<file path="src/hvd_pkg.sv">
// shared constants, widths and constant functions for the haversine distance pipeline
package hvd_pkg;

    localparam int ANGLE_FRAC_BITS   = 30;
    localparam int CORDIC_STEPS_DEF  = 32;
    localparam int ANG_W             = 36;
    localparam int UNIT_W            = 33;
    localparam int PROD_W            = 2 * UNIT_W;
    localparam int A_W               = 32;
    localparam int SQ_W              = 64;
    localparam int ROOT_W            = 32;
    localparam int SQRT_STEPS        = 32;
    localparam int LAT_W             = 31;
    localparam int LON_W             = 32;
    localparam int RADIUS_W          = 24;
    localparam int DIST_W            = 26;
    localparam int MAG_W             = 32;
    localparam int ZC_W              = 32;
    localparam int DPROD_W           = RADIUS_W + ZC_W + 1;
    localparam int ANGLE_SH          = 60 - ANGLE_FRAC_BITS;
    localparam int DIST_SH           = ANGLE_FRAC_BITS - 1;

    localparam logic [RADIUS_W-1:0] RADIUS_RST = 24'd6371000;
    localparam logic [DIST_W-1:0]   DIST_MAX   = 26'h3FFFFFF;

    localparam logic [63:0] PI_Q60         = 64'h3243F6A8885A308D;
    localparam logic [63:0] DEG7_HALF_TURN = 64'd1800000000;
    localparam logic [63:0] RAD_HI         = PI_Q60 / DEG7_HALF_TURN;
    localparam logic [63:0] RAD_LO         = ((PI_Q60 % DEG7_HALF_TURN) << 31) / DEG7_HALF_TURN;
    localparam logic [63:0] GAIN_Q32       = 64'h9B74EDA8;

    localparam logic [63:0] PI_F64  = (PI_Q60 >> (60 - ANGLE_FRAC_BITS))
                                    + ((PI_Q60 >> (59 - ANGLE_FRAC_BITS)) & 64'd1);
    localparam logic [63:0] HPI_F64 = (PI_Q60 >> (61 - ANGLE_FRAC_BITS))
                                    + ((PI_Q60 >> (60 - ANGLE_FRAC_BITS)) & 64'd1);
    localparam logic [63:0] GAIN_F64 = (GAIN_Q32 >> (32 - ANGLE_FRAC_BITS))
                                     + ((GAIN_Q32 >> (31 - ANGLE_FRAC_BITS)) & 64'd1);

    localparam logic signed [ANG_W-1:0] PI_F   = ANG_W'(PI_F64);
    localparam logic signed [ANG_W-1:0] HPI_F  = ANG_W'(HPI_F64);
    localparam logic signed [ANG_W-1:0] GAIN_F = ANG_W'(GAIN_F64);

    // atan(2^-i) from its power series in Q62, rounded to the angle format
    function automatic logic signed [ANG_W-1:0] atan_entry(input int i);
        logic signed [63:0] acc;
        logic [63:0] term;
        logic [63:0] rem;
        logic [63:0] den;
        int pw;
        acc = '0;
        if (i == 0) begin
            acc = $signed(PI_Q60);
        end else begin
            for (int k = 0; k < 64; k++) begin
                den = 64'(2 * k + 1);
                pw  = i * (2 * k + 1);
                if (pw <= 62) begin
                    term = '0;
                    rem  = '0;
                    for (int b = 62; b >= 0; b--) begin
                        rem = (rem << 1) | ((b == 62 - pw) ? 64'd1 : 64'd0);
                        if (rem >= den) begin
                            rem     = rem - den;
                            term[b] = 1'b1;
                        end
                    end
                    acc = (k % 2 == 1) ? acc - $signed(term) : acc + $signed(term);
                end
            end
        end
        acc = (acc + (64'sd1 <<< (61 - ANGLE_FRAC_BITS))) >>> (62 - ANGLE_FRAC_BITS);
        return ANG_W'(acc);
    endfunction

    function automatic int latency(input int steps);
        return 4 + steps + 1 + 4 + SQRT_STEPS + steps + 2;
    endfunction

endpackage

</file>
<file path="src/hvd_sqrt.sv">
// pipelined shift-and-subtract integer square root, one result bit per stage
module hvd_sqrt #(
    parameter int LANES = 1
) (
    input  logic                                   i_clk,
    input  logic                                   i_rst_n,
    input  logic                                   i_valid,
    input  logic [LANES-1:0][hvd_pkg::SQ_W-1:0]    i_n,
    output logic                                   o_valid,
    output logic [LANES-1:0][hvd_pkg::ROOT_W-1:0]  o_root
);
    import hvd_pkg::*;

    logic [SQ_W-1:0] w_n   [SQRT_STEPS+1][LANES];
    logic [SQ_W-1:0] w_res [SQRT_STEPS+1][LANES];
    logic            w_valid [SQRT_STEPS+1];

    assign w_valid[0] = i_valid;
    assign o_valid    = w_valid[SQRT_STEPS];

    for (genvar l = 0; l < LANES; l++) begin : g_io
        assign w_n[0][l]   = i_n[l];
        assign w_res[0][l] = '0;
        assign o_root[l]   = w_res[SQRT_STEPS][l][ROOT_W-1:0];
    end

    for (genvar s = 0; s < SQRT_STEPS; s++) begin : g_step
        localparam logic [SQ_W-1:0] BIT = 64'd1 << (62 - 2 * s);
        logic r_valid;

        always_ff @(posedge i_clk) begin
            if (!i_rst_n) begin
                r_valid <= 1'b0;
            end else begin
                r_valid <= w_valid[s];
            end
        end

        assign w_valid[s+1] = r_valid;

        for (genvar l = 0; l < LANES; l++) begin : g_lane
            logic [SQ_W-1:0] r_n, r_res, n_n, n_res, trial;

            always_comb begin
                trial = w_res[s][l] + BIT;
                if (w_n[s][l] >= trial) begin
                    n_n   = w_n[s][l] - trial;
                    n_res = (w_res[s][l] >> 1) + BIT;
                end else begin
                    n_n   = w_n[s][l];
                    n_res = w_res[s][l] >> 1;
                end
            end

            always_ff @(posedge i_clk) begin
                r_n   <= n_n;
                r_res <= n_res;
            end

            assign w_n[s+1][l]   = r_n;
            assign w_res[s+1][l] = r_res;
        end
    end

endmodule

</file>
<file path="config.mk">
export PLATFORM = sky130hd
export DESIGN_NAME = hvd_sqrt
export DESIGN_NICKNAME = d
export VERILOG_FILES = /design/src/hvd_pkg.sv /design/src/hvd_sqrt.sv
export SDC_FILE = /design/constraint.sdc
export NUM_CORES = 2
export LEC_CHECK = 0
export BUFFER_PORTS_ARGS = -buffer_cell sky130_fd_sc_hd__buf_2
export CORE_MARGIN = 3
export CORE_UTILIZATION = 40
export CTS_BUF_LIST = sky130_fd_sc_hd__clkbuf_8
export DETAILED_ROUTE_END_ITERATION = 12
export PLACE_DENSITY = 0.58
export SLEW_MARGIN = 20
export SYNTH_ARGS = -nofsm -noshare
export SYNTH_HDL_FRONTEND = slang
export SYNTH_SLANG_ARGS = --single-unit
</file>
<file path="constraint.sdc">
create_clock -name i_clk -period 3.4 [get_ports i_clk]
set_input_delay 0.68 -clock i_clk [delete_from_list [all_inputs] [get_ports i_clk]]
set_output_delay 0.68 -clock i_clk [all_outputs]
set_load 0.005 [all_outputs]
</file>
Yosys cells after proc, flatten, opt, wreduce, memory -nomap -nowiden:

Cells that the tools add are included.

* add/sub/neg operators: 93
* muxes and demuxes: 63
* $lt $le $gt $ge: 32

Operators by type and width (count)
* $ge A64 B64 Y1: 31
* $mux W64: 31
* $mux W63: 31
* $sub A64 B64 Y64: 30
* $add A63 B11 Y64 const B: 1
* $add A63 B13 Y64 const B: 1
* $add A63 B15 Y64 const B: 1
* $add A63 B17 Y64 const B: 1
* $add A63 B19 Y64 const B: 1
* $add A63 B21 Y64 const B: 1
* $add A63 B23 Y64 const B: 1
* $add A63 B25 Y64 const B: 1
* $add A63 B27 Y64 const B: 1
* $add A63 B29 Y64 const B: 1
* $add A63 B3 Y64 const B: 1
* $add A63 B31 Y64 const B: 1
* $add A63 B33 Y64 const B: 1
* $add A63 B35 Y64 const B: 1
* $add A63 B37 Y64 const B: 1
* $add A63 B39 Y64 const B: 1
* $add A63 B41 Y64 const B: 1
* $add A63 B43 Y64 const B: 1
* $add A63 B45 Y64 const B: 1
* $add A63 B47 Y64 const B: 1
* 45 further kinds: 45

* output and inout port bits: 33
* input bits: 67
* flip-flop bits (word level): 4031

Longest topological paths before layout:

* word-level depth: 3
* depth in mapped cells: 15

Least setup slack after synthesis:

No wires, ideal clock.

* path type: register -> register
* from: register g_step[24].g_lane[0].r_res[23]
* to: register g_step[25].g_lane[0].r_n[57]
* library setup time: 134 ps
* cell stages (with the launch flop): 14
* buffers on the path: 1
* slack: 109 ps
* period minus slack after synthesis: 3291 ps
* data required time: 3266 ps
* arrival time: 3157 ps
* cell sequence: dfxtp_1 inv_1 ha_1 and3_4 a221o_1 a311oi_2 o221ai_1 a221o_1 a211oi_4 inv_2 o21ai_2 buf_4 nor4_1 xor2_1

* cells in the longest elaborated chain, start to end: 3
* elaborated cells between the ends (all ways): 4

Ends and longest elaborated chain
* from (decl): RTL line hvd_sqrt.sv:42 `logic [SQ_W-1:0] r_n, r_res, n_n, n_res, trial;`
* from (signal assigned): RTL line hvd_sqrt.sv:57 `r_res <= n_res;`
* $add A64 B13 Y64 (*): RTL line hvd_sqrt.sv:45 `trial = w_res[s][l] + BIT;`
* $sub A64 B64 Y64 or $ge A64 B64 Y1 (tied branches): RTL line hvd_sqrt.sv:47, hvd_sqrt.sv:46
* $mux W64 (*): RTL line hvd_sqrt.sv:46 `if (w_n[s][l] >= trial) begin`
* named net g_step[25].g_lane[0].n_n[57]: RTL line hvd_sqrt.sv:42
* to (signal assigned): RTL line hvd_sqrt.sv:56 `r_n <= n_n;`
* to (decl): RTL line hvd_sqrt.sv:42

Mark *: on every way through the listed nets, which the timed path passes. The rest lies on a longest branch.
A chain may end at the register's enable or synchronous reset.

Worst setup path after layout:

* from: register g_step[24].g_lane[0].r_res[23]
* to: register g_step[25].g_lane[0].r_n[47]

Same word-level chain as after synthesis.

==> metrics.md <==
| Metric | Value |
|---|---|
| Run status | `complete, no violations` |
| Hold Crit Class | `in -> reg` |
| Fin nets | `11200` |
| Placed Instances | `13300` |
| Syn_area_per_cell | `9.92 µm²` |
| Max cap viols | `0` |
| Max IR drop VDD | `0.000477 V` |
| Syn Nets | `10400` |
| CTS sink count | `2544` |
| WL final | `267 mm` |
| Initial DRC Count | `4890` |
| Vias per cell | `5.13` |
| Commonest non-fill, non-tap cell in the layout | `dfxtp_1` |
| DP Wirelength | `209 mm` |
| EDFF count, synth | `0` |
| Fraction of layout cells with a size suffix above 1 | `13.4%` |
| Critical path type | `reg -> reg` |
| Actual slew at the worst max-slew pin | `1.13 ns` |
| Wire length per cell | `19.0 µm` |
| Worst slew margin | `24.0%` |
| DRT Pass-1 Iters | `6` |
| Async set or reset register ratio after synthesis | `0%` |
| Final hold violation count | `0` |
| Remaining Overflow, GRT | `0` |
| CP Max Fanout | `7` |
| Core area | `241000 µm²` |
| CTS tree | `done` |
| Required time of the critical path | `4.28 ns` |
| Skew final | `0.127 ns` |
| #FFs+latches synth | `2544` |
| Max Slew Vio Count | `0` |
| Largest net degree at the start of global routing | `55` |
| P per Cell Area | `826 nW/µm²` |
| I/O Pins | `100` |
| Register area share after synthesis | `52.6%` |
| Final setup fails | `0` |
| DRT antenna net count | `0` |
| Number of global-route vias before repair | `72000` |
| Residual DRC | `0` |
| Fin Setup TNS | `0 ns` |
| Post-Syn Area | `96900 µm²` |
| Die height | `498 µm` |
| First-pass GRT wire length | `408 mm` |
| # port buffers | `99` |
| Final period utilization | `98.8%` |
| RSZ-0062 raised after global routing | `true` |
| Num rows | `180` |
| Non-filler cells, final | `14100` |
| Clock Path Buffers | `4` |
| Leakage | `52.5 nW` |
| Layout area overhead | `17.9%` |
| Syn Inst Count | `9765` |
| Initial Utilization | `40.2%` |
| H-tree Lvls | `5` |
| Vias | `72300` |
| Commonest non-fill, non-tap cells in the layout | `dfxtp_1, inv_1, nor2_1` |
| Die X | `498 µm` |
| GP Congestion | `0.927` |
| CTS Buf Count | `412` |
| Worst-path clk slew | `0.06 ns` |
| Startpoint Class | `register` |
| Top FF cell, synth | `dfxtp_1` |
| Initial antenna violation count | `21` |
| Number of synthesis warnings | `0` |
| Fmax | `0.298 GHz` |
| Worst-Skew Late Latency | `1.09 ns` |
| Min Tclk post-route | `3.36 ns` |
| All-Layer GR Usage | `20.7%` |
| Yosys cell types | `96` |
| Crit path arrival time | `4.24 ns` |
| DIE AREA | `248000 µm²` |
| Clock root buffer | `clkbuf_8` |
| CP Capture Type | `register` |
[worst max-delay path: stages, from the launching register on]
cell,delay (ns)
dfxtp_2,0.34
inv_2,0.04
ha_4,0.20
and3_4,0.18
a221o_1,0.36
a311oi_4,0.41
o221ai_2,0.19
a221o_1,0.40
buf_6,0.14
a211oi_4,0.31
inv_4,0.10
buf_12,0.14
o21ai_4,0.14
nor4_1,0.10
xor2_1,0.17
[per-stage QoR]
| stage | area (µm²) | hold WS, ns | total power [W] | utilization (%) | setup WS (ns) |
|---|---|---|---|---|---|
| floorplan | 96900 | 0.322 | 0.0581 | - | 0.109 |
| global placement | 104000 | 0.335 | 0.0673 | 43.2 | -0.746 |
| detailed placement | 104000 | 0.335 | 0.0675 | 43.2 | -0.595 |
| CTS | 113000 | 0.0120 | 0.0947 | 47.0 | 0.00123 |
| global route | 114000 | 0.0750 | 0.0998 | 47.4 | -0.0604 |
| finish | 114000 | 0.119 | 0.0944 | 47.5 | 0.0407 |
[sequential cells by signal, summed over array words and instances (netlist names)]
register	count
g_step.g_lane.r_n	1984
o_valid	1
g_step.g_lane.r_res	528
g_step.r_valid	31
[cell families (layout without fill, tap and decap cells)]
group | after synthesis | after routing | share of synthesized area [%]
DFF | 2544 | 2544 | 52.6
AOI/OAI and AO/OA | 1872 | 1873 | 12.0
muxes | 83 | 83 | 0.952
other | 0 | 11 | 0
and+or+nand+nor | 2921 | 2921 | 15.8
adders and majority gates | 558 | 558 | 7.21
xor gates and xnor gates | 868 | 868 | 7.85
buffers and inverters | 919 | 2049 | 3.61
[power by group]
part	internal [W]	switching [W]	leakage, nW	total (W)
registers	0.0365	0.00633	21.3	0.0429
clock network	0.0149	0.0118	4.84	0.0267
logic	0.0112	0.0137	26.3	0.0249
[worst paths after layout]
kind                                                      from                             end  slack [ns]  cells past startpoint
worst max-delay path            g_step[24].g_lane[0].r_res[23]    g_step[25].g_lane[0].r_n[47]        0.04                     14
worst min register to register  g_step[26].g_lane[0].r_res[13]  g_step[27].g_lane[0].r_res[12]        0.29                      0
worst max register to register  g_step[24].g_lane[0].r_res[23]    g_step[25].g_lane[0].r_n[47]        0.04                     14
worst min-delay path                                   i_rst_n              g_step[26].r_valid        0.12                      2
[synth_stat cells, types with 55 or more instances]
library cell | count | area [µm²]
mux2_2 | 69 | 777
nor3_1 | 281 | 1410
ha_1 | 558 | 6980
or4_1 | 74 | 556
xor2_1 | 411 | 3600
o21ai_0 | 444 | 2220
nor2_1 | 656 | 2460
nand3_1 | 159 | 796
nand2_1 | 575 | 2160
inv_1 | 708 | 2660
o21a_1 | 88 | 661
a21oi_1 | 634 | 3170
xnor2_1 | 457 | 4000
a31oi_1 | 57 | 357
nand2b_1 | 102 | 638
nand4_1 | 185 | 1160
nor2b_1 | 72 | 450
dfxtp_1 | 2544 | 50900
a21o_1 | 211 | 1580
clkbuf_1 | 179 | 672
or3_1 | 107 | 669
and3_1 | 55 | 344
nor4_1 | 348 | 2180
[layout make-up]
cell class / instances / area, µm²
diodes: 11 / 27.5
clock inverters: 214 / 1470
inverters: 711 / 2670
well taps: 3185 / 3990
flip-flops and latches: 2544 / 50900
fillers: 22400 / 127000
clock buffers: 509 / 7010
multi-input cells: 6303 / 43400
repair buffers: 615 / 4790
[routing by layer]
layer  share of wire (%)  GRT usage (%)
met4                 2.4           5.79
met3                 4.9           3.11
met2                  47           34.5
met5                   0              0
met1                  46           28.0
[repair_timing]
action / 4_1_cts / 5_1_grt
setup endpoints to repair: 205 / 309
endpoints found under the hold margin: 66 / 0
pin swaps: 7 / 33
setup buffers: 1 / 17
cloned: 0 / 5
hold buffers: 66 / 0
gates resized for setup: 24 / 175
(Power assumes the default switching activity.)
